===== config.mk =====
export PLATFORM = sky130hd
export DESIGN_NAME = drive_command_safety_limiter
export DESIGN_NICKNAME = d
export VERILOG_FILES = /design/src/hw/rtl/dlim_pkg.sv /design/src/hw/rtl/dlim_ctrl.sv /design/src/hw/rtl/dlim_dp.sv /design/src/hw/rtl/drive_command_safety_limiter.sv
export SDC_FILE = /design/constraint.sdc
export NUM_CORES = 2
export LEC_CHECK = 0
export BUFFER_PORTS_ARGS = -buffer_cell sky130_fd_sc_hd__buf_2
export CAP_MARGIN = 10
export CORE_AREA = 3 3 414 293
export DETAILED_ROUTE_END_ITERATION = 7
export DIE_AREA = 0 0 417 296
export GPL_TIMING_DRIVEN = 1
export PLACE_DENSITY_LB_ADDON = 0.15
export SLEW_MARGIN = 25
export SYNTH_ARGS = -nofsm -noshare
export SYNTH_HDL_FRONTEND = slang
export SYNTH_SLANG_ARGS = --single-unit

===== constraint.sdc =====
create_clock -name clk -period 20.3 [get_ports clk]
set_input_delay 1.015 -clock clk [delete_from_list [all_inputs] [get_ports clk]]
set_output_delay 1.015 -clock clk [all_outputs]
set_load 0.01 [all_outputs]

===== src/hw/rtl/dlim_pkg.sv =====
package dlim_pkg;

	localparam logic [1:0] FUNC_STEP   = 2'd0;
	localparam logic [1:0] FUNC_KIDNAP = 2'd1;
	localparam logic [1:0] FUNC_ESTOP  = 2'd2;

	localparam logic [1:0] MODE_NONE      = 2'd0;
	localparam logic [1:0] MODE_NO_BACKUP = 2'd1;
	localparam logic [1:0] MODE_OVERRIDE  = 2'd2;

	localparam logic [2:0] REG_DRIVE_MODE     = 3'd0;
	localparam logic [2:0] REG_SPEED_NORMAL   = 3'd1;
	localparam logic [2:0] REG_SPEED_OVERRIDE = 3'd2;
	localparam logic [2:0] REG_TURN_LIMIT     = 3'd3;
	localparam logic [2:0] REG_WHEEL_BASE     = 3'd4;
	localparam logic [2:0] REG_BACKUP_STOP    = 3'd5;
	localparam logic [2:0] REG_BACKUP_WARN    = 3'd6;

	localparam int QW    = 16;
	localparam int CNT_W = $clog2(QW);

	typedef struct packed {
		logic [1:0]         drive_mode;
		logic [14:0]        speed_limit_normal;
		logic [14:0]        speed_limit_override;
		logic [14:0]        turn_rate_limit;
		logic [15:0]        wheel_base;
		logic [30:0]        backup_stop_level;
		logic signed [31:0] backup_warn_level;
	} cfg_t;

	typedef struct packed {
		logic load;
		logic prep;
		logic wheel;
		logic mul;
		logic div;
		logic wb;
		logic sel_ang;
		logic emit;
	} dp_cmd_t;

	typedef struct packed {
		logic is_step;
		logic scale;
		logic div_last;
	} dp_sts_t;

endpackage


===== src/hw/rtl/dlim_ctrl.sv =====
module dlim_ctrl (
	input  logic              clk,
	input  logic              arst_n,
	input  logic              in_valid,
	output logic              in_stall,
	output logic              out_valid,
	input  logic              out_stall,
	input  dlim_pkg::dp_sts_t sts,
	output dlim_pkg::dp_cmd_t ctl
);
	import dlim_pkg::*;

	localparam logic [2:0] ST_IDLE  = 3'd0;
	localparam logic [2:0] ST_PREP  = 3'd1;
	localparam logic [2:0] ST_WHEEL = 3'd2;
	localparam logic [2:0] ST_MUL   = 3'd3;
	localparam logic [2:0] ST_DIV   = 3'd4;
	localparam logic [2:0] ST_WB    = 3'd5;
	localparam logic [2:0] ST_DONE  = 3'd6;

	logic [2:0] state_q;
	logic [2:0] state_nxt;
	logic       ang_sel_q;
	logic       out_valid_q;

	always_comb begin
		ctl         = '0;
		ctl.sel_ang = ang_sel_q;
		state_nxt   = state_q;
		case (state_q)
			ST_IDLE: begin
				if (in_valid) begin
					ctl.load = 1'b1;
					if (sts.is_step) state_nxt = ST_PREP;
				end
			end
			ST_PREP: begin
				ctl.prep  = 1'b1;
				state_nxt = ST_WHEEL;
			end
			ST_WHEEL: begin
				ctl.wheel = 1'b1;
				state_nxt = ST_MUL;
			end
			ST_MUL: begin
				ctl.mul   = 1'b1;
				state_nxt = sts.scale ? ST_DIV : ST_DONE;
			end
			ST_DIV: begin
				ctl.div = 1'b1;
				if (sts.div_last) state_nxt = ST_WB;
			end
			ST_WB: begin
				ctl.wb    = 1'b1;
				state_nxt = ang_sel_q ? ST_DONE : ST_MUL;
			end
			ST_DONE: begin
				if (!out_valid_q || !out_stall) begin
					ctl.emit  = 1'b1;
					state_nxt = ST_IDLE;
				end
			end
			default: begin
				state_nxt = ST_IDLE;
			end
		endcase
	end

	always_ff @(posedge clk or negedge arst_n) begin
		if (!arst_n) begin
			state_q     <= ST_IDLE;
			ang_sel_q   <= 1'b0;
			out_valid_q <= 1'b0;
		end else begin
			state_q <= state_nxt;
			if (ctl.wheel) ang_sel_q <= 1'b0;
			else if (ctl.wb && !ang_sel_q) ang_sel_q <= 1'b1;
			if (ctl.emit) out_valid_q <= 1'b1;
			else if (!out_stall) out_valid_q <= 1'b0;
		end
	end

	assign in_stall  = (state_q != ST_IDLE);
	assign out_valid = out_valid_q;

endmodule


===== src/hw/rtl/dlim_dp.sv =====
module dlim_dp #(
	parameter int ALLOWANCE_BITS = 32
) (
	input  logic               clk,
	input  logic               arst_n,
	input  dlim_pkg::dp_cmd_t  ctl,
	input  dlim_pkg::cfg_t     cfg,
	input  logic [1:0]         func,
	input  logic               cmd_valid,
	input  logic               apply_limits,
	input  logic signed [15:0] lin_cmd,
	input  logic signed [15:0] ang_cmd,
	input  logic signed [15:0] forward_step,
	input  logic               kidnapped,
	input  logic               estop_on,
	output dlim_pkg::dp_sts_t  sts,
	output logic signed [15:0] lin_out,
	output logic signed [15:0] ang_out,
	output logic               motion_enable,
	output logic               backup_low,
	output logic               reverse_blocked
);
	import dlim_pkg::*;

	localparam int SW = ((ALLOWANCE_BITS > 32) ? ALLOWANCE_BITS : 32) + 2;
	localparam logic signed [SW-1:0] AMAX = SW'((64'sd1 <<< (ALLOWANCE_BITS - 1)) - 64'sd1);
	localparam logic signed [SW-1:0] AMIN = ~AMAX;

	// captured word
	logic               cmdv_s1;
	logic               apply_s1;
	logic signed [15:0] lin_in_s1;
	logic signed [15:0] ang_in_s1;
	logic signed [15:0] fstep_s1;

	logic signed [15:0] lin_q;
	logic signed [15:0] ang_q;
	logic signed [31:0] t_q;
	logic               blocked_q;
	logic               low_q;
	logic               limit_q;
	logic [31:0]        m_q;
	logic [25:0]        s_q;
	logic               scale_q;
	logic [41:0]        rem_q;
	logic [QW-1:0]      quo_q;
	logic [CNT_W-1:0]   cnt_q;

	logic signed [ALLOWANCE_BITS-1:0] allow_q;
	logic                             estop_q;
	logic                             was_q;

	logic signed [15:0] lin_out_q;
	logic signed [15:0] ang_out_q;
	logic               wheels_q;
	logic               low_out_q;
	logic               blocked_out_q;

	// prep stage
	logic signed [16:0] ang17;
	logic signed [16:0] tl17;
	logic signed [16:0] ntl17;
	logic signed [15:0] ang_clamp;
	logic               rev_block;
	logic signed [15:0] lin_c;
	logic signed [15:0] ang_c;
	logic signed [32:0] t_full;
	logic signed [SW-1:0] stop_ext;
	logic signed [SW-1:0] top;
	logic signed [SW-1:0] sum;
	logic signed [SW-1:0] sat;
	logic signed [SW-1:0] warn_ext;

	assign ang17 = {ang_in_s1[15], ang_in_s1};
	assign tl17  = $signed({2'b00, cfg.turn_rate_limit});
	assign ntl17 = -tl17;

	always_comb begin
		if (ang17 > tl17) ang_clamp = tl17[15:0];
		else if (ang17 < ntl17) ang_clamp = ntl17[15:0];
		else ang_clamp = ang_in_s1;
	end

	assign rev_block = cmdv_s1 && apply_s1 && (cfg.drive_mode == MODE_NONE) &&
		(allow_q[ALLOWANCE_BITS-1] || (allow_q == '0)) && lin_in_s1[15];

	always_comb begin
		if (!cmdv_s1 || rev_block) begin
			lin_c = '0;
			ang_c = '0;
		end else if (!apply_s1) begin
			lin_c = lin_in_s1;
			ang_c = ang_in_s1;
		end else begin
			lin_c = lin_in_s1;
			ang_c = ang_clamp;
		end
	end

	assign t_full = ang_c * $signed({1'b0, cfg.wheel_base});

	assign stop_ext = $signed({{(SW-31){1'b0}}, cfg.backup_stop_level});
	assign top      = (stop_ext > AMAX) ? AMAX : stop_ext;
	assign sum      = $signed({{(SW-ALLOWANCE_BITS){allow_q[ALLOWANCE_BITS-1]}}, allow_q}) +
		$signed({{(SW-16){fstep_s1[15]}}, fstep_s1});
	assign warn_ext = $signed({{(SW-32){cfg.backup_warn_level[31]}}, cfg.backup_warn_level});

	always_comb begin
		if (sum > top) sat = top;
		else if (sum < AMIN) sat = AMIN;
		else sat = sum;
	end

	// wheel stage
	logic signed [33:0] lin34;
	logic signed [33:0] t34;
	logic signed [33:0] l34;
	logic signed [33:0] r34;
	logic signed [33:0] la34;
	logic signed [33:0] ra34;
	logic [31:0]        m_w;
	logic [14:0]        lim_sel;
	logic [25:0]        s_w;

	assign lin34   = {{7{lin_q[15]}}, lin_q, 11'b0};
	assign t34     = {{2{t_q[31]}}, t_q};
	assign l34     = lin34 - t34;
	assign r34     = lin34 + t34;
	assign la34    = l34[33] ? -l34 : l34;
	assign ra34    = r34[33] ? -r34 : r34;
	assign m_w     = (la34 > ra34) ? la34[31:0] : ra34[31:0];
	assign lim_sel = (cfg.drive_mode == MODE_OVERRIDE) ? cfg.speed_limit_override :
		cfg.speed_limit_normal;
	assign s_w     = {lim_sel, 11'b0};

	// multiply and divide
	logic signed [15:0] x_sel;
	logic [15:0]        x_abs;
	logic [41:0]        prod;
	logic [47:0]        dsh;
	logic [47:0]        rem48;
	logic [47:0]        trial;
	logic               ge;
	logic [15:0]        q_signed;

	assign x_sel    = ctl.sel_ang ? ang_q : lin_q;
	assign x_abs    = x_sel[15] ? (16'd0 - x_sel) : x_sel;
	assign prod     = x_abs * s_q;
	assign dsh      = {16'b0, m_q} << cnt_q;
	assign rem48    = {6'b0, rem_q};
	assign trial    = rem48 - dsh;
	assign ge       = (rem48 >= dsh);
	assign q_signed = x_sel[15] ? (16'd0 - quo_q) : quo_q;

	always_ff @(posedge clk or negedge arst_n) begin
		if (!arst_n) begin
			allow_q <= '0;
			estop_q <= 1'b0;
			was_q   <= 1'b0;
		end else begin
			if (ctl.load && (func == FUNC_KIDNAP)) begin
				if (!kidnapped && was_q) allow_q <= '0;
				was_q <= kidnapped;
			end
			if (ctl.load && (func == FUNC_ESTOP)) estop_q <= estop_on;
			if (ctl.prep) allow_q <= sat[ALLOWANCE_BITS-1:0];
		end
	end

	always_ff @(posedge clk) begin
		if (ctl.load) begin
			cmdv_s1   <= cmd_valid;
			apply_s1  <= apply_limits;
			lin_in_s1 <= lin_cmd;
			ang_in_s1 <= ang_cmd;
			fstep_s1  <= forward_step;
		end
		if (ctl.prep) begin
			lin_q     <= lin_c;
			ang_q     <= ang_c;
			t_q       <= t_full[31:0];
			blocked_q <= rev_block;
			limit_q   <= cmdv_s1 && apply_s1 && !rev_block;
			low_q     <= (cfg.drive_mode == MODE_NONE) && (sat <= warn_ext);
		end
		if (ctl.wheel) begin
			m_q     <= m_w;
			s_q     <= s_w;
			scale_q <= limit_q && (m_w > {6'b0, s_w});
		end
		if (ctl.mul) begin
			rem_q <= prod;
			quo_q <= '0;
			cnt_q <= CNT_W'(QW - 1);
		end
		if (ctl.div) begin
			if (ge) rem_q <= trial[41:0];
			quo_q[cnt_q] <= ge;
			cnt_q        <= cnt_q - 1'b1;
		end
		if (ctl.wb) begin
			if (ctl.sel_ang) ang_q <= q_signed;
			else lin_q <= q_signed;
		end
		if (ctl.emit) begin
			lin_out_q     <= estop_q ? 16'sd0 : lin_q;
			ang_out_q     <= estop_q ? 16'sd0 : ang_q;
			wheels_q      <= !estop_q;
			low_out_q     <= low_q;
			blocked_out_q <= blocked_q;
		end
	end

	assign sts.is_step  = (func == FUNC_STEP);
	assign sts.scale    = scale_q;
	assign sts.div_last = (cnt_q == '0);

	assign lin_out         = lin_out_q;
	assign ang_out         = ang_out_q;
	assign motion_enable   = wheels_q;
	assign backup_low      = low_out_q;
	assign reverse_blocked = blocked_out_q;

endmodule


===== src/hw/rtl/drive_command_safety_limiter.sv =====
// Drive command safety limiter.
// Input channel in_valid/in_stall carries one word per request: a control
// step (func 0), a kidnap status (func 1) or an e-stop request (func 2).
// Kidnap and e-stop words update state in the accept cycle and unused func
// words update none; none gives a result. The block takes the next word in the following cycle.
// A control step gives one result word on out_valid/out_stall. After accept it
// passes through the prep, wheel and multiply states; when speed scaling is
// needed, the shared restoring divider then runs once for each of the two
// scaled velocities. in_stall is high while a step is in work.
// The result sits in an output register; a new word is accepted while it
// waits, and a finished step waits in its last state while out_stall holds an earlier result.
// Configuration is written on cfg_wr_en/cfg_index/cfg_data; the user must write it
// only while the block is idle, which the block does not enforce; indexes beyond the register list are ignored.
// Reset clears the backup allowance, the e-stop and kidnap state, returns
// the registers to their defaults and drops out_valid.
module drive_command_safety_limiter #(
	parameter int ALLOWANCE_BITS = 32
) (
	input  logic               clk,
	input  logic               arst_n,
	input  logic               cfg_wr_en,
	input  logic [2:0]         cfg_index,
	input  logic [31:0]        cfg_data,
	input  logic               in_valid,
	output logic               in_stall,
	input  logic [1:0]         func,
	input  logic               cmd_valid,
	input  logic               apply_limits,
	input  logic signed [15:0] lin_cmd,
	input  logic signed [15:0] ang_cmd,
	input  logic signed [15:0] forward_step,
	input  logic               kidnapped,
	input  logic               estop_on,
	output logic               out_valid,
	input  logic               out_stall,
	output logic signed [15:0] lin_out,
	output logic signed [15:0] ang_out,
	output logic               motion_enable,
	output logic               backup_low,
	output logic               reverse_blocked
);
	import dlim_pkg::*;

	cfg_t    cfg_q;
	dp_cmd_t ctl;
	dp_sts_t sts;

	always_ff @(posedge clk or negedge arst_n) begin
		if (!arst_n) begin
			cfg_q.drive_mode           <= MODE_NONE;
			cfg_q.speed_limit_normal   <= 15'd313;
			cfg_q.speed_limit_override <= 15'd471;
			cfg_q.turn_rate_limit      <= 15'd1946;
			cfg_q.wheel_base           <= 16'd239;
			cfg_q.backup_stop_level    <= 31'd13107;
			cfg_q.backup_warn_level    <= 32'sd3277;
		end else if (cfg_wr_en) begin
			case (cfg_index)
				REG_DRIVE_MODE:     cfg_q.drive_mode           <= cfg_data[1:0];
				REG_SPEED_NORMAL:   cfg_q.speed_limit_normal   <= cfg_data[14:0];
				REG_SPEED_OVERRIDE: cfg_q.speed_limit_override <= cfg_data[14:0];
				REG_TURN_LIMIT:     cfg_q.turn_rate_limit      <= cfg_data[14:0];
				REG_WHEEL_BASE:     cfg_q.wheel_base           <= cfg_data[15:0];
				REG_BACKUP_STOP:    cfg_q.backup_stop_level    <= cfg_data[30:0];
				REG_BACKUP_WARN:    cfg_q.backup_warn_level    <= $signed(cfg_data);
				default: begin
				end
			endcase
		end
	end

	dlim_ctrl u_ctrl (
		.clk       (clk),
		.arst_n    (arst_n),
		.in_valid  (in_valid),
		.in_stall  (in_stall),
		.out_valid (out_valid),
		.out_stall (out_stall),
		.sts       (sts),
		.ctl       (ctl)
	);

	dlim_dp #(
		.ALLOWANCE_BITS (ALLOWANCE_BITS)
	) u_dp (
		.clk             (clk),
		.arst_n          (arst_n),
		.ctl             (ctl),
		.cfg             (cfg_q),
		.func            (func),
		.cmd_valid       (cmd_valid),
		.apply_limits    (apply_limits),
		.lin_cmd         (lin_cmd),
		.ang_cmd         (ang_cmd),
		.forward_step    (forward_step),
		.kidnapped       (kidnapped),
		.estop_on        (estop_on),
		.sts             (sts),
		.lin_out         (lin_out),
		.ang_out         (ang_out),
		.motion_enable   (motion_enable),
		.backup_low      (backup_low),
		.reverse_blocked (reverse_blocked)
	);

	a_step_busy: assert property (@(posedge clk) disable iff (!arst_n)
		(in_valid && !in_stall && (func == FUNC_STEP)) |=> in_stall)
		else $error("control step accepted without going busy");

	a_state_word_free: assert property (@(posedge clk) disable iff (!arst_n)
		(in_valid && !in_stall && (func != FUNC_STEP)) |=> !in_stall)
		else $error("state update word left the block busy");

	a_estop_zero: assert property (@(posedge clk) disable iff (!arst_n)
		(out_valid && !motion_enable) |-> (lin_out == 16'sd0 && ang_out == 16'sd0))
		else $error("velocity output nonzero under e-stop");

	a_block_zero: assert property (@(posedge clk) disable iff (!arst_n)
		(out_valid && reverse_blocked) |-> (lin_out == 16'sd0 && ang_out == 16'sd0))
		else $error("blocked reverse word carries motion");

endmodule


==> results.md <==
- The run finished with clean final reports.
- After floorplanning, the core was sized to cover roughly 0.12 mm^2.
- The die area is 0.123 mm^2.
- The post-synthesis async set-or-reset flop share is between 30% and 40%.
- Row generation in the floorplan step produced 105 rows.
- The most critical setup path has its startpoint at cfg_q[84].
- The worst path needs around 11 ns of the cycle, external delays included.
- The max-slew violation count is 0.
- The worst min-delay path category is flop to flop.
- The synthesized design contains about 170 enable-type register cells.
- The last weighted congestion value of the routability-driven placer is around 0.91.
- In this run the number of H-tree levels came out at 2.
- The slowest stage of the critical path belongs to the cell a21oi_1.
- After global routing the overflow that remains totals 0.
- The fraction of the mapped netlist area in compound gates is around 14%.
- In this run the clock root is driven by a clkbuf_16.
- The final setup slack of the worst path is about 9.2 ns.
- The net count of the finished layout is around 6200.
- Dividing the detail-routed wire length by the instance count gives ~21 um.
- Data on the critical path is required at its endpoint by about 21 ns.
- In this run the critical register-to-register path is launched from cfg_q[84].
- Each instance of the synthesized netlist takes up on average 9.08 um^2.
- In this design, the stage delay of the slowest critical-path cell is between 0.6 and 0.7 ns.
- The initial utilization of the core area, before any placement, comes to 40.0%.
- The simple-gate share of the synthesized area is approximately 16%.
- The relative slew slack is 29.0%.
- After synthesis the netlist holds a flip-flop and latch count of between 400 and 500.
- The data arrival time of the critical path is between 10 and 15 ns.
- In this run, distinct cell masters in the synthesized netlist total 87.
- After synthesis, flip-flops and latches occupy between 20% and 30% of the total area.
- The worst path uses between 50% and 60% of the clock period.
- Setup repair after global routing left no endpoint under its margin.
- Counting every instance in the synthesized netlist gives 5172.
- For this run, the leading register cell type out of synthesis is edfxtp_1.
- The layout has between 10000 and 15000 filler cells.
- Summed over all layers, the routed wires come to between 100000 and 150000 um.
- Timing analysis after detailed placement gives a worst setup slack of 9.31 ns.
- The most numerous cell on the critical path is fa_1.
- The detail route stage leaves a number of antenna-violating nets equal to 0.
- The die is between 200 and 300 um tall.
- The initial antenna violation count is 7.
- The xor and xnor fraction of the mapped netlist area is 4.88%.
- Compared with the post-synthesis result, the final layout area differs by 8.91%.
- The area of the mapped netlist is around 0.047 mm^2.
- Yosys printed 0 warnings.
- After detailed routing, the number of remaining DRC violations is 0.
- The die outline width is between 400 and 500 um.
- Summing the areas of all fa, ha and maj instances in the mapped netlist gives around 29% of the synthesized area.
- STA classifies the critical path startpoint as a flop.
- The actual slew at the worst max-slew pin is between 1 and 1.5 ns.
- The clock passes through at most 3 buffers.
- The via count of the first global-routing pass is roughly 36000.
- The maximum achievable frequency is 0.0903 GHz.
- In this run, post-CTS hold repair placed 0 buffers.
- The number of setup buffers added after CTS is 0.
- The number of vias in the routed layout is approximately 37000.
- CTS saw approximately 430 sinks.
- For the worst-skew pair, the clock arrives at the later sink with an insertion delay of 0.64 ns.
- The wire length of the first global-routing pass is 223000 um.
- The clock transition at the register clock pins on the worst setup and hold paths after CTS is ~0.07 ns.
- The number of nets handed over by synthesis was between 6000 and 7000.
- Detailed placement ended at an HPWL of 117000 um.
- In the synthesized netlist, mux cells make up between 5 and 6% of the area.
- The tool flagged a number of max-cap violations equal to 0.
- The number of port buffers is 130.
- The worst setup path is captured at a flop.
- The TritonCTS clock tree is done.
- The fraction of layout instances using a drive strength above 1 is a little over a tenth.
- The top fanout value on the critical path is 10.
- The hold violation count in the final report came to 0.
- The critical setup path kind is flop to flop.
- The post-detailed-route via-to-cell ratio is ~5.5.
- The first TritonRoute pass finished after 5 iterations.
- Across the routed clock network, the largest skew measured is 0.0399 ns.
- In this run the most critical hold path is launched from u_dp.low_q.
- The combinational family with the most area after synthesis is adder cells.
- The setup-violating endpoint count in the final report is 0.
- Entering global routing, the biggest net connects about 100 pins.
- Leaving out fill and tap cells, the most frequent cells in the layout are inv_1, nand2_1, ha_1.
- Across every metal layer, demand over resource in global routing totals approximately a quarter.
- The total negative slack is 0 ns.
- ~130 I/O pins were placed.
- In this run, post-CTS repair resized a total of 0 instances.
- The violation count after the first detailed-routing iteration is 2936.
- The most common cell after layout, fill and taps aside is inv_1.
- The total clock buffers created by CTS is 49.
-- worst max-delay path: cells and delay by family, from the launching register on --
kind | cells | cell delay, ns
xor gates and xnor gates | 2 | 0.26
buffers and inverters | 4 | 0.26
and+or+nand+nor | 10 | 2.16
DFF | 1 | 0.40
AOI/OAI and AO/OA | 14 | 3.96
adders and majority gates | 8 | 3.73
-- final cells by class --
class / count / area [um^2] / share of cell area (%)
inverter: 636 / 2390 / 4.67
antenna: 4 / 10.0 / 0.0196
tap: 1551 / 1940 / 3.79
sequential: 427 / 11100 / 21.8
clock inverter: 34 / 412 / 0.804
clock buffer: 58 / 1330 / 2.60
multi-input combinational: 3888 / 32800 / 64.0
timing repair buffer: 200 / 1190 / 2.33
-- registers in the layout (all words and copies together) (netlist names), 3 cells and up --
signal	cells
u_ctrl.state_q	3
u_dp.ang_q	16
u_dp.s_q	15
u_dp.cnt_q	4
u_dp.lin_out	16
u_dp.quo_q	16
u_dp.ang_in_s1	16
u_dp.m_q	32
u_dp.fstep_s1	16
u_dp.allow_q	32
cfg_q	126
u_dp.lin_in_s1	16
u_dp.t_q	32
u_dp.rem_q	42
u_dp.ang_out	16
u_dp.lin_q	16
-- worst paths after layout --
check,end,slack (ns),cells past startpoint
max in group asynchronous,u_dp.allow_q[2],18.37,2
min in group asynchronous,u_dp.allow_q[9],0.43,1
worst max register to register,u_dp.t_q[30],9.23,38
worst min register to register,u_dp.backup_low,0.42,0
worst max-delay path,u_dp.t_q[30],9.23,38
worst min-delay path,u_dp.backup_low,0.42,0
-- metal layers --
layer  track usage [%]  wire length, um  share of wire (%)  vias to the layer above
met1              36.8            73600                 51                    18424
li1                  -                -                  -                    17748
met2              33.5            59000                 41                     1054
met3              3.23             9580                6.6                      117
met4              4.57             2600                1.8                        2
met5                 0               13             0.0090                        -
-- synth_stat cells, types with 25 or more instances --
cell type / count / area, um^2
a211oi_1: 59 / 443
a21o_1: 105 / 788
a21oi_1: 278 / 1390
a221o_1: 33 / 330
a22o_1: 35 / 307
a31oi_1: 29 / 181
and2_1: 162 / 1010
and3_1: 73 / 457
buf_1: 27 / 101
clkbuf_1: 190 / 713
dfrtp_1: 124 / 3100
dfstp_2: 41 / 1080
dfxtp_1: 90 / 1800
edfxtp_1: 172 / 5160
fa_1: 377 / 7550
ha_1: 480 / 6010
inv_1: 633 / 2380
mux2_2: 139 / 1570
mux2i_1: 70 / 701
nand2_1: 495 / 1860
nand2b_1: 47 / 294
nand3_1: 109 / 546
nand4_1: 54 / 338
nor2_1: 320 / 1200
nor2b_1: 90 / 563
nor3_1: 55 / 275
o211ai_1: 25 / 188
o21a_1: 44 / 330
o21ai_0: 212 / 1060
o21bai_1: 31 / 233
or2_2: 27 / 169
xnor2_1: 192 / 1680
xor2_1: 70 / 613
-- through the flow --
stage	hold slack (ns)	utilization (%)	std cells	area, um^2
2_1_floorplan	0.400	-	5172	47000
3_3_place_gp	0.417	42.1	6700	49400
3_5_place_dp	0.406	42.1	6700	49400
4_1_cts	0.422	43.6	6792	51100
5_1_grt	0.439	43.6	6794	51200
6_report	0.422	43.6	6798	51200
-- kinds of logic after synthesis --
| kind of cell | after synthesis |
|---|---|
| XOR/XNOR | 262 |
| buffers and inverters | 857 |
| multiplexers | 229 |
| AND/OR/NAND/NOR | 1527 |
| AO/OA/AOI/OAI | 1011 |
| flip-flops | 427 |
| other | 2 |
| adder cells (fa/ha/maj) | 857 |
Power is not shown: default switching activity piles up to over one toggle a cycle in this logic, so the estimate is an artifact.
